<file path="src/hdl/mipc_pkg.sv">
package mipc_pkg;
  localparam int ADV_ENTRIES = 8;
  localparam int PENDING_ENTRIES = 8;
  localparam logic [15:0] RESET_SEQ_LIMIT = 16'd256;
  localparam logic [15:0] RENEW_MARGIN = 16'd10;

  localparam logic [1:0] CMD_TICK = 2'd0;
  localparam logic [1:0] CMD_ADVERT = 2'd1;
  localparam logic [1:0] CMD_REPLY = 2'd2;
  localparam logic [1:0] CMD_NONE = 2'd3;

  localparam logic REG_NODE_ADDR = 1'b0;
  localparam logic REG_AGENT_ADDR = 1'b1;

  localparam logic [2:0] STATUS_NONE = 3'd0;
  localparam logic [2:0] STATUS_ACCEPTED = 3'd1;
  localparam logic [2:0] STATUS_DENIED = 3'd2;
  localparam logic [2:0] STATUS_UNMATCHED = 3'd3;
  localparam logic [2:0] STATUS_FULL = 3'd4;

  typedef struct packed {
    logic [31:0] key;
    logic [31:0] data;
    logic [15:0] life;
    logic [15:0] rem;
  } entry_t;

  typedef enum logic [1:0] {OP_HOLD, OP_DEC, OP_REMOVE, OP_APPEND} op_t;

  typedef struct packed {
    op_t op;
    logic by_zero;
    logic [31:0] key;
    entry_t wr;
  } tcmd_t;

  typedef struct packed {
    logic hit;
    entry_t ent;
  } link_t;

  typedef enum logic [3:0] {
    ST_IDLE, ST_PDEC, ST_PZAP, ST_ADEC, ST_AZAP, ST_TFIND, ST_TFIN,
    ST_AFIND, ST_AINS, ST_RFIND, ST_RFIN, ST_OUT
  } state_t;
endpackage

</file>
<file path="src/hdl/mobile_ip_registration_client.sv">
// Sequencing: a tick decrements and sweeps out expired pending entries, then
//   advertisements, then looks up the current agent; an advertisement and a reply
//   each do a lookup and a finishing step. One request at a time; in_ready rises with
//   out_valid, the tick's expiry sweep making it the longest request.
// Reset (rst, synchronous): both tables empty, unregistered, addresses and
//   counters zero; configuration registers cleared.
module mobile_ip_registration_client (
  input  logic        clk,
  input  logic        rst,
  input  logic        write_enable,
  input  logic        write_index,
  input  logic [31:0] write_data,
  input  logic        in_valid,
  output logic        in_ready,
  input  logic [1:0]  command,
  input  logic [31:0] adv_coa,
  input  logic [15:0] adv_lifetime,
  input  logic [15:0] adv_reg_lifetime,
  input  logic [15:0] adv_sequence,
  input  logic [31:0] reply_ident_low,
  input  logic [7:0]  reply_code,
  input  logic [15:0] reply_lifetime,
  output logic        out_valid,
  input  logic        out_ready,
  output logic        request_valid,
  output logic [31:0] request_care_of,
  output logic [15:0] request_lifetime,
  output logic [31:0] ident_high,
  output logic [31:0] ident_low,
  output logic [31:0] gateway,
  output logic        registered,
  output logic [2:0]  status
);
  localparam int NA = mipc_pkg::ADV_ENTRIES;
  localparam int NP = mipc_pkg::PENDING_ENTRIES;

  mipc_pkg::state_t state, state_next;

  logic [31:0] own_addr, agent_addr;
  logic        is_registered, rereg_done;
  logic [31:0] current_agent, gateway_addr, ident_up, ident_down;
  logic [15:0] reg_remaining;

  logic [31:0] q_coa, q_rid;
  logic [15:0] q_alife, q_rlife, q_seq, q_replife;
  logic [7:0]  q_code;

  logic             look_hit;
  mipc_pkg::entry_t look_ent;

  logic        res_req;
  logic [31:0] res_coa, res_ih, res_il;
  logic [15:0] res_life;
  logic [2:0]  res_status;

  mipc_pkg::tcmd_t  a_cmd, p_cmd;
  mipc_pkg::link_t  a_link [NA+1];
  mipc_pkg::link_t  p_link [NP+1];
  mipc_pkg::entry_t a_ent [NA];
  mipc_pkg::entry_t p_ent [NP];
  logic [NA-1:0]    a_used;
  logic [NP-1:0]    p_used;

  assign a_link[0] = '0;
  assign p_link[0] = '0;

  for (genvar i = 0; i < NA; i++) begin : g_adv
    mipc_cell u_cell (
      .clk(clk), .rst(rst), .cmd(a_cmd), .link_in(a_link[i]),
      .prev_used((i == 0) ? 1'b1 : a_used[(i == 0) ? 0 : i-1]),
      .nb_ent((i == NA-1) ? '0 : a_ent[(i == NA-1) ? i : i+1]),
      .nb_used((i == NA-1) ? 1'b0 : a_used[(i == NA-1) ? i : i+1]),
      .link_out(a_link[i+1]), .ent(a_ent[i]), .used(a_used[i])
    );
  end

  for (genvar i = 0; i < NP; i++) begin : g_pend
    mipc_cell u_cell (
      .clk(clk), .rst(rst), .cmd(p_cmd), .link_in(p_link[i]),
      .prev_used((i == 0) ? 1'b1 : p_used[(i == 0) ? 0 : i-1]),
      .nb_ent((i == NP-1) ? '0 : p_ent[(i == NP-1) ? i : i+1]),
      .nb_used((i == NP-1) ? 1'b0 : p_used[(i == NP-1) ? i : i+1]),
      .link_out(p_link[i+1]), .ent(p_ent[i]), .used(p_used[i])
    );
  end

  logic        a_found, p_found, a_full, p_full;
  assign a_found = a_link[NA].hit;
  assign p_found = p_link[NP].hit;
  assign a_full = a_used[NA-1];
  assign p_full = p_used[NP-1];

  assign in_ready = (state == mipc_pkg::ST_IDLE);

  // decisions of the finishing steps
  logic        send;
  logic [31:0] send_coa;
  logic [15:0] send_life;
  logic        reg_upd;
  logic        reg_val;
  logic        rereg_set;
  logic        agent_clr;
  logic        gw_upd;
  logic [31:0] gw_val;
  logic        status_upd;
  logic [2:0]  status_val;
  logic        adv_ins;
  logic [15:0] rr_dec, prev_seq;
  logic        lost, reg_mid;
  logic signed [17:0] v;

  always_comb begin
    send = 1'b0;
    send_coa = '0;
    send_life = '0;
    reg_upd = 1'b0;
    reg_val = is_registered;
    rereg_set = 1'b0;
    agent_clr = 1'b0;
    gw_upd = 1'b0;
    gw_val = '0;
    status_upd = 1'b0;
    status_val = mipc_pkg::STATUS_NONE;
    adv_ins = 1'b0;
    rr_dec = reg_remaining - 16'd1;
    prev_seq = look_hit ? look_ent.data[15:0] : 16'd0;
    lost = is_registered && !look_hit;
    reg_mid = is_registered;
    v = $signed({2'b00, look_ent.rem}) - $signed({2'b00, look_ent.life})
        + $signed({2'b00, q_replife});
    case (state)
      mipc_pkg::ST_TFIN: begin
        if (lost) begin
          reg_upd = 1'b1;
          reg_val = 1'b0;
          reg_mid = 1'b0;
          if (a_used[0]) begin
            send = 1'b1;
            send_coa = a_ent[0].key;
            send_life = (a_ent[0].key != agent_addr) ? a_ent[0].data[31:16] : 16'd0;
            gw_upd = 1'b1;
            gw_val = a_ent[0].key;
          end
        end
        if (reg_remaining != 16'd0) begin
          if (rr_dec == 16'd0) begin
            reg_upd = 1'b1;
            reg_val = 1'b0;
            agent_clr = 1'b1;
          end else if (rr_dec <= mipc_pkg::RENEW_MARGIN && !rereg_done && reg_mid) begin
            rereg_set = 1'b1;
            if (look_hit) begin
              send = 1'b1;
              send_coa = look_ent.key;
              send_life = look_ent.data[31:16];
            end
          end
        end
      end
      mipc_pkg::ST_AINS: begin
        if (q_seq < mipc_pkg::RESET_SEQ_LIMIT && prev_seq > q_seq) begin
          reg_upd = 1'b1;
          reg_val = 1'b0;
          reg_mid = 1'b0;
        end
        if (a_full) begin
          status_upd = 1'b1;
          status_val = mipc_pkg::STATUS_FULL;
        end else begin
          adv_ins = 1'b1;
        end
        if (!reg_mid) begin
          send = 1'b1;
          send_coa = q_coa;
          send_life = (q_coa != agent_addr) ? q_rlife : 16'd0;
          gw_upd = 1'b1;
          gw_val = q_coa;
        end
      end
      mipc_pkg::ST_RFIN: begin
        status_upd = 1'b1;
        if (!look_hit) begin
          status_val = mipc_pkg::STATUS_UNMATCHED;
        end else if (q_code > 8'd1) begin
          status_val = mipc_pkg::STATUS_DENIED;
        end else begin
          status_val = mipc_pkg::STATUS_ACCEPTED;
          reg_upd = 1'b1;
          reg_val = 1'b1;
          gw_upd = 1'b1;
          gw_val = look_ent.data;
        end
      end
      default: begin
      end
    endcase
  end

  always_comb begin
    state_next = state;
    case (state)
      mipc_pkg::ST_IDLE: begin
        if (in_valid) begin
          case (command)
            mipc_pkg::CMD_TICK: state_next = mipc_pkg::ST_PDEC;
            mipc_pkg::CMD_ADVERT: state_next = mipc_pkg::ST_AFIND;
            mipc_pkg::CMD_REPLY: state_next = mipc_pkg::ST_RFIND;
            default: state_next = mipc_pkg::ST_OUT;
          endcase
        end
      end
      mipc_pkg::ST_PDEC: state_next = mipc_pkg::ST_PZAP;
      mipc_pkg::ST_PZAP: if (!p_found) state_next = mipc_pkg::ST_ADEC;
      mipc_pkg::ST_ADEC: state_next = mipc_pkg::ST_AZAP;
      mipc_pkg::ST_AZAP: if (!a_found) state_next = mipc_pkg::ST_TFIND;
      mipc_pkg::ST_TFIND: state_next = mipc_pkg::ST_TFIN;
      mipc_pkg::ST_TFIN: state_next = mipc_pkg::ST_OUT;
      mipc_pkg::ST_AFIND: state_next = mipc_pkg::ST_AINS;
      mipc_pkg::ST_AINS: state_next = mipc_pkg::ST_OUT;
      mipc_pkg::ST_RFIND: state_next = mipc_pkg::ST_RFIN;
      mipc_pkg::ST_RFIN: state_next = mipc_pkg::ST_OUT;
      mipc_pkg::ST_OUT: if (!out_valid || out_ready) state_next = mipc_pkg::ST_IDLE;
      default: state_next = mipc_pkg::ST_IDLE;
    endcase
  end

  always_comb begin
    a_cmd = '0;
    p_cmd = '0;
    a_cmd.op = mipc_pkg::OP_HOLD;
    p_cmd.op = mipc_pkg::OP_HOLD;
    a_cmd.wr = '{key: q_coa, data: {q_rlife, q_seq}, life: 16'd0, rem: q_alife};
    p_cmd.wr = '{key: ident_down, data: send_coa, life: send_life, rem: send_life};
    case (state)
      mipc_pkg::ST_PDEC: p_cmd.op = mipc_pkg::OP_DEC;
      mipc_pkg::ST_PZAP: begin
        p_cmd.op = mipc_pkg::OP_REMOVE;
        p_cmd.by_zero = 1'b1;
      end
      mipc_pkg::ST_ADEC: a_cmd.op = mipc_pkg::OP_DEC;
      mipc_pkg::ST_AZAP: begin
        a_cmd.op = mipc_pkg::OP_REMOVE;
        a_cmd.by_zero = 1'b1;
      end
      mipc_pkg::ST_TFIND: a_cmd.key = current_agent;
      mipc_pkg::ST_AFIND: begin
        a_cmd.op = mipc_pkg::OP_REMOVE;
        a_cmd.key = q_coa;
      end
      mipc_pkg::ST_RFIND: p_cmd.key = q_rid;
      mipc_pkg::ST_RFIN: begin
        p_cmd.key = q_rid;
        if (look_hit && q_code <= 8'd1) p_cmd.op = mipc_pkg::OP_REMOVE;
      end
      default: begin
      end
    endcase
    if (adv_ins) a_cmd.op = mipc_pkg::OP_APPEND;
    if (send && !p_full) p_cmd.op = mipc_pkg::OP_APPEND;
  end

  always_ff @(posedge clk) begin
    if (rst) begin
      state <= mipc_pkg::ST_IDLE;
    end else begin
      state <= state_next;
    end
  end

  always_ff @(posedge clk) begin
    if (rst) begin
      own_addr <= '0;
      agent_addr <= '0;
      is_registered <= 1'b0;
      rereg_done <= 1'b0;
      current_agent <= '0;
      reg_remaining <= '0;
      gateway_addr <= '0;
      ident_up <= '0;
      ident_down <= '0;
      out_valid <= 1'b0;
    end else begin
      if (write_enable) begin
        if (write_index == mipc_pkg::REG_NODE_ADDR) begin
          own_addr <= write_data;
          ident_up <= write_data;
          ident_down <= write_data;
        end else begin
          agent_addr <= write_data;
        end
      end
      if (reg_upd) is_registered <= reg_val;
      if (rereg_set) rereg_done <= 1'b1;
      if (gw_upd) gateway_addr <= gw_val;
      if (agent_clr) current_agent <= '0;
      if (state == mipc_pkg::ST_TFIN && reg_remaining != 16'd0) reg_remaining <= rr_dec;
      if (state == mipc_pkg::ST_RFIN && status_val == mipc_pkg::STATUS_ACCEPTED) begin
        current_agent <= look_ent.data;
        rereg_done <= 1'b0;
        reg_remaining <= v[17] ? 16'd0 : (v[16] ? 16'hFFFF : v[15:0]);
      end
      if (send) begin
        ident_up <= ident_up + 32'd1;
        ident_down <= ident_down - 32'd1;
      end
      if (state == mipc_pkg::ST_OUT && (!out_valid || out_ready)) begin
        out_valid <= 1'b1;
      end else if (out_valid && out_ready) begin
        out_valid <= 1'b0;
      end
    end
  end

  always_ff @(posedge clk) begin
    if (in_valid && in_ready) begin
      q_coa <= adv_coa;
      q_alife <= adv_lifetime;
      q_rlife <= adv_reg_lifetime;
      q_seq <= adv_sequence;
      q_rid <= reply_ident_low;
      q_code <= reply_code;
      q_replife <= reply_lifetime;
      res_req <= 1'b0;
      res_coa <= '0;
      res_life <= '0;
      res_ih <= '0;
      res_il <= '0;
      res_status <= mipc_pkg::STATUS_NONE;
    end
    if (state == mipc_pkg::ST_TFIND) begin
      look_hit <= a_found;
      look_ent <= a_link[NA].ent;
    end
    if (state == mipc_pkg::ST_AFIND) begin
      look_hit <= a_found;
      look_ent <= a_link[NA].ent;
    end
    if (state == mipc_pkg::ST_RFIND) begin
      look_hit <= p_found;
      look_ent <= p_link[NP].ent;
    end
    if (send && p_full) begin
      res_status <= mipc_pkg::STATUS_FULL;
    end else if (status_upd) begin
      res_status <= status_val;
    end
    if (send) begin
      res_req <= 1'b1;
      res_coa <= send_coa;
      res_life <= send_life;
      res_ih <= ident_up;
      res_il <= ident_down;
    end
    if (state == mipc_pkg::ST_OUT && (!out_valid || out_ready)) begin
      request_valid <= res_req;
      request_care_of <= res_coa;
      request_lifetime <= res_life;
      ident_high <= res_ih;
      ident_low <= res_il;
      gateway <= gateway_addr;
      registered <= is_registered;
      status <= res_status;
    end
  end
endmodule

</file>
<file path="src/hdl/mipc_cell.sv">
module mipc_cell (
  input  logic             clk,
  input  logic             rst,
  input  mipc_pkg::tcmd_t  cmd,
  input  mipc_pkg::link_t  link_in,
  input  logic             prev_used,
  input  mipc_pkg::entry_t nb_ent,
  input  logic             nb_used,
  output mipc_pkg::link_t  link_out,
  output mipc_pkg::entry_t ent,
  output logic             used
);
  logic match;

  assign match = used && (cmd.by_zero ? (ent.rem == 16'd0) : (ent.key == cmd.key));
  assign link_out = link_in.hit ? link_in : '{hit: match, ent: ent};

  always_ff @(posedge clk) begin
    if (rst) begin
      used <= 1'b0;
    end else begin
      case (cmd.op)
        mipc_pkg::OP_REMOVE: begin
          if (link_in.hit || match) begin
            used <= nb_used;
          end
        end
        mipc_pkg::OP_APPEND: begin
          if (!used && prev_used) begin
            used <= 1'b1;
          end
        end
        default: begin
        end
      endcase
    end
  end

  always_ff @(posedge clk) begin
    case (cmd.op)
      mipc_pkg::OP_DEC: begin
        if (used) begin
          ent.rem <= ent.rem - 16'd1;
        end
      end
      mipc_pkg::OP_REMOVE: begin
        if (link_in.hit || match) begin
          ent <= nb_ent;
        end
      end
      mipc_pkg::OP_APPEND: begin
        if (!used && prev_used) begin
          ent <= cmd.wr;
        end
      end
      default: begin
      end
    endcase
  end
endmodule

</file>
<file path="config.mk">
export PLATFORM = sky130hd
export DESIGN_NAME = mobile_ip_registration_client
export DESIGN_NICKNAME = d
export VERILOG_FILES = /design/src/hdl/mipc_pkg.sv /design/src/hdl/mobile_ip_registration_client.sv /design/src/hdl/mipc_cell.sv
export SDC_FILE = /design/constraint.sdc
export NUM_CORES = 2
export LEC_CHECK = 0
export BUFFER_PORTS_ARGS = -buffer_cell sky130_fd_sc_hd__buf_2
export CAP_MARGIN = 20
export CORE_MARGIN = 10
export CORE_UTILIZATION = 50
export DETAILED_ROUTE_END_ITERATION = 10
export PLACE_DENSITY_LB_ADDON = 0.05
export SYNTH_ARGS = -nofsm -noshare
export SYNTH_HDL_FRONTEND = slang
export SYNTH_HIERARCHICAL = 1
export SYNTH_SLANG_ARGS = --single-unit
</file>
<file path="constraint.sdc">
create_clock -name clk -period 26 [get_ports clk]
set_clock_uncertainty 0.05 [all_clocks]
set_input_delay 2.6 -clock clk [delete_from_list [all_inputs] [get_ports clk]]
set_output_delay 2.6 -clock clk [all_outputs]
set_load 0.005 [all_outputs]
</file>
==> impl_metrics.xml <==
<?xml version="1.0" encoding="UTF-8"?>
<metrics>
  <group name="power_and_ir_drop">
    <metric name="irDropWorstVdd" unit="mV">0.07066</metric>
    <metric name="cellLeakagePower" unit="nW">49.64</metric>
    <metric name="totalPowerFinal" unit="mW">10.88</metric>
    <metric name="power-per-cell-area" unit="mW/mm^2">76.22</metric>
  </group>
  <group name="yosys">
    <metric name="ys_top_cells_by_area" unit="">sky130_fd_sc_hd__edfxtp_1, sky130_fd_sc_hd__mux2_2, sky130_fd_sc_hd__dfxtp_1</metric>
    <metric name="dominantRegCellSynth" unit="">sky130_fd_sc_hd__edfxtp_1</metric>
    <metric name="async_reset_ff_share" unit="%">0</metric>
    <metric name="synth_cell_type_count" unit="">84</metric>
    <metric name="seq_area_frac_synth" unit="%">51.44</metric>
    <metric name="most_area_hungry_cell_type_in_the_yosys_netlist" unit="">sky130_fd_sc_hd__edfxtp_1</metric>
    <metric name="yosys_register_bits" unit="">2232</metric>
    <metric name="post_synth_instance_area" unit="sq mm">0.1263</metric>
    <metric name="synth-edff-count" unit="">2029</metric>
    <metric name="synthDominantCellAreaShare" unit="%">48.22</metric>
    <metric name="netlist_instances" unit="">9617</metric>
    <metric name="ys_warn_count" unit="">6</metric>
    <metric name="synth_area_per_cell" unit="sq um">13.14</metric>
  </group>
  <group name="drt">
    <metric name="wire_per_inst" unit="microns">30.04</metric>
    <metric name="postRouteAntennaNets" unit="">0</metric>
    <metric name="drc" unit="">0</metric>
    <metric name="first_iter_violations" unit="">8602</metric>
    <metric name="drt_first_pass_iters" unit="">7</metric>
    <metric name="viasPerCell" unit="">6.073</metric>
    <metric name="via_count" unit="">84720</metric>
    <metric name="postRouteWirelength" unit="microns">419000</metric>
  </group>
  <group name="flow_run">
    <metric name="max-cap-violations" unit="">0</metric>
  </group>
  <group name="sta">
    <metric name="final_period_minus_worst_setup_slack" unit="ns">18.15</metric>
    <metric name="final-hold-violation-count" unit="">0</metric>
    <metric name="finalSetupViolCount" unit="">0</metric>
    <metric name="relSlewSlack" unit="%">19.12</metric>
    <metric name="layout_worst_path_cycle_share" unit="%">69.80</metric>
    <metric name="fmax" unit="MHz">55.10</metric>
    <metric name="setup_ws" unit="ns">7.852</metric>
    <metric name="rsz_0062_raised_after_global_routing" unit="">false</metric>
    <metric name="finalSetupTns" unit="ns">0</metric>
    <metric name="final_max_slew_viol_count" unit="">0</metric>
    <metric name="worst_slew_pin_slew" unit="ns">1.210</metric>
  </group>
  <group name="clock_network">
    <metric name="cts-htree-levels" unit="">5</metric>
    <metric name="cts.sinks" unit="">2232</metric>
    <metric name="root_buffer" unit="">sky130_fd_sc_hd__clkbuf_16</metric>
    <metric name="cts_tree" unit="">yes</metric>
    <metric name="clkTransAtPathRegs" unit="ns">0.06</metric>
    <metric name="tritoncts.num_buffers" unit="">276</metric>
    <metric name="clock_buffer_depth" unit="">4</metric>
    <metric name="cts_repair_resize_count" unit="">0</metric>
    <metric name="clk_latency" unit="ns">0.93</metric>
    <metric name="holdBufCountCts" unit="">0</metric>
    <metric name="post_cts.repair.setup_buffers" unit="">0</metric>
  </group>
  <group name="die">
    <metric name="core" unit="sq mm">0.2514</metric>
    <metric name="floorplan.die_area" unit="sq mm">0.2732</metric>
    <metric name="chipHeight" unit="microns">522.7</metric>
    <metric name="chipWidth" unit="microns">522.7</metric>
    <metric name="io_pins" unit="">327</metric>
    <metric name="placement_rows" unit="">184</metric>
    <metric name="effective_utilization_at_floorplan" unit="%">50.26</metric>
  </group>
  <group name="layout">
    <metric name="finish.utilization" unit="%">56.76</metric>
    <metric name="area_growth_syn_to_layout" unit="%">12.93</metric>
    <metric name="fillerInstances" unit="">21160</metric>
    <metric name="layout_top_registers" unit="">g_adv.u_cell/ent: 768 flops, g_pend.u_cell/ent: 768 flops, look_ent: 96 flops</metric>
    <metric name="multiInputGateArea" unit="sq mm">0.06140</metric>
    <metric name="ff_latch_area" unit="sq mm">0.06499</metric>
    <metric name="drive_above_1_share" unit="%">37.60</metric>
    <metric name="final_cell_area" unit="sq mm">0.1427</metric>
    <metric name="finish.net_count" unit="">10650</metric>
  </group>
  <group name="worst_setup_path">
    <metric name="start_kind" unit="">register</metric>
    <metric name="criticalPathCategory" unit="">register to register</metric>
    <metric name="critPathMaxStageDelay" unit="ns">0.88</metric>
    <metric name="cp_capture_type" unit="">register</metric>
    <metric name="critical_path_data_arrival_time" unit="ns">18.63</metric>
    <metric name="crit_required" unit="ns">26.49</metric>
    <metric name="slowest_cell_on_the_critical_path" unit="">sky130_fd_sc_hd__and2_4</metric>
    <metric name="critical-path-top-cell-by-count" unit="">sky130_fd_sc_hd__o21ai_0</metric>
    <metric name="critical_path_peak_fanout" unit="">59</metric>
  </group>
  <group name="min_path">
    <metric name="worstHoldPathType" unit="">register to register</metric>
  </group>
  <group name="placed_design">
    <metric name="gp_congestion" unit="">0.9177</metric>
    <metric name="port-buffer-count" unit="">325</metric>
    <metric name="dpl_cell_area" unit="sq mm">0.1339</metric>
    <metric name="place_hpwl" unit="microns">291600</metric>
    <metric name="place_worst_setup_slack" unit="ns">8.310</metric>
  </group>
  <group name="global_routing">
    <metric name="vias_in_the_first_global_route" unit="">83330</metric>
    <metric name="grt_max_degree" unit="">133</metric>
    <metric name="antenna_found_initial" unit="">31</metric>
    <metric name="grt_overflow_total" unit="">0</metric>
    <metric name="wire_length_of_the_first_global_routing_pass" unit="microns">595600</metric>
    <metric name="global_route_usage_over_all_layers" unit="%">29.60</metric>
  </group>
  <group name="status">
    <metric name="run_status" unit="">completed</metric>
  </group>
</metrics>
synth_stat cells, types with 68 or more instances:
cell                          n
sky130_fd_sc_hd__mux2_2    2897
sky130_fd_sc_hd__ha_1        85
sky130_fd_sc_hd__mux2i_1    303
sky130_fd_sc_hd__nor4_1     122
sky130_fd_sc_hd__edfxtp_1  2029
sky130_fd_sc_hd__buf_1       85
sky130_fd_sc_hd__nor3_1      86
sky130_fd_sc_hd__nor2_1     445
sky130_fd_sc_hd__and2_1      78
sky130_fd_sc_hd__clkbuf_1   379
sky130_fd_sc_hd__xor2_1     431
sky130_fd_sc_hd__a22oi_1     82
sky130_fd_sc_hd__xnor2_1    377
sky130_fd_sc_hd__nand2_1    422
sky130_fd_sc_hd__nand3_1     87
sky130_fd_sc_hd__dfxtp_1    203
sky130_fd_sc_hd__a21oi_1    370
sky130_fd_sc_hd__a31oi_1     68
sky130_fd_sc_hd__o21ai_0    186
sky130_fd_sc_hd__inv_1      109
sky130_fd_sc_hd__nand4_1    110
logic make-up after synthesis:
group	count (synthesis)	share of synthesized area, %
xor gates and xnor gates	810	5.627
DFF	2232	51.44
AOI/OAI and AO/OA	973	4.778
buffers and inverters	637	1.960
muxes	3200	28.22
adders and majority gates	87	0.8734
other	2	0.005944
and+or+nand+nor	1676	7.098
report_power, final:
group	total, mW	switching, mW	leakage, nW	internal (mW)
Combinational	2.39	1.43	25.4	0.961
Sequential	4.75	0.323	20.1	4.43
Clock	3.73	1.54	4.15	2.20
placed cells by master, fill, tap and decap left out, drive strengths merged, types with 18 or more instances in the layout:
master / instances
ha: 85
nor3: 104
bufinv: 18
a22o: 32
inv: 114
xor2: 431
dfxtp: 203
nand3: 94
buf: 497
nand2b: 27
nand3b: 21
clkinv: 88
a21o: 23
nor2b: 55
or3: 47
nand4: 110
and2: 78
conb: 521
clkbuf: 358
and3: 31
edfxtp: 2029
a21oi: 377
a22oi: 82
nor4b: 18
o21ai: 189
nor3b: 24
xnor2: 379
mux2: 2897
a31oi: 68
nor2: 445
nor4: 138
mux2i: 303
diode: 19
nand2: 423
a211oi: 43
per-stage QoR:
stage	hold WS [ns]	cells
finish	0.3431	13950
global route	0.3651	13950
CTS	0.3486	13920
detailed placement	0.3545	13450
global placement	0.3541	13440
floorplan	0.3503	10140
routing by layer:
layer | global-route usage, % | routed length, microns | vias to the layer above
li1 | - | - | 37670
met5 | 0 | 41 | -
met3 | 4.871 | 28570 | 762
met2 | 46.43 | 189100 | 3089
met4 | 14.08 | 23930 | 6
met1 | 40.08 | 177400 | 43200
path summary, 6_finish.rpt:
| kind | from | to | slack (ns) | cells after the start |
|---|---|---|---|---|
| worst min-delay path | res_il[3] | ident_low[3] | 0.34 | 0 |
| worst min register to register | res_il[3] | ident_low[3] | 0.34 | 0 |
| worst max register to register | state[3] | g_pend[7].u_cell/ent[85] | 7.85 | 38 |
| worst max-delay path | state[3] | g_pend[7].u_cell/ent[85] | 7.85 | 38 |
cell type report:
type | instances | area share [%]
Sequential cell | 2232 | 45.55
Multi-Input combinational cell | 7267 | 43.03
Clock buffer | 351 | 5.219
Tap cell | 3348 | 2.936
Timing Repair Buffer | 504 | 2.183
Clock inverter | 121 | 0.7585
Inverter | 109 | 0.2902
Antenna cell | 19 | 0.03332
worst max-delay path, delay by kind of cell, from the launching register on:
kind | cells | cell delay [ns]
AOI/OAI and AO/OA | 8 | 2.58
xor gates and xnor gates | 1 | 0.14
buffers and inverters | 7 | 4.71
DFF | 1 | 0.66
and+or+nand+nor | 22 | 9.09
Note: power is estimated with default switching activity, not from simulation.
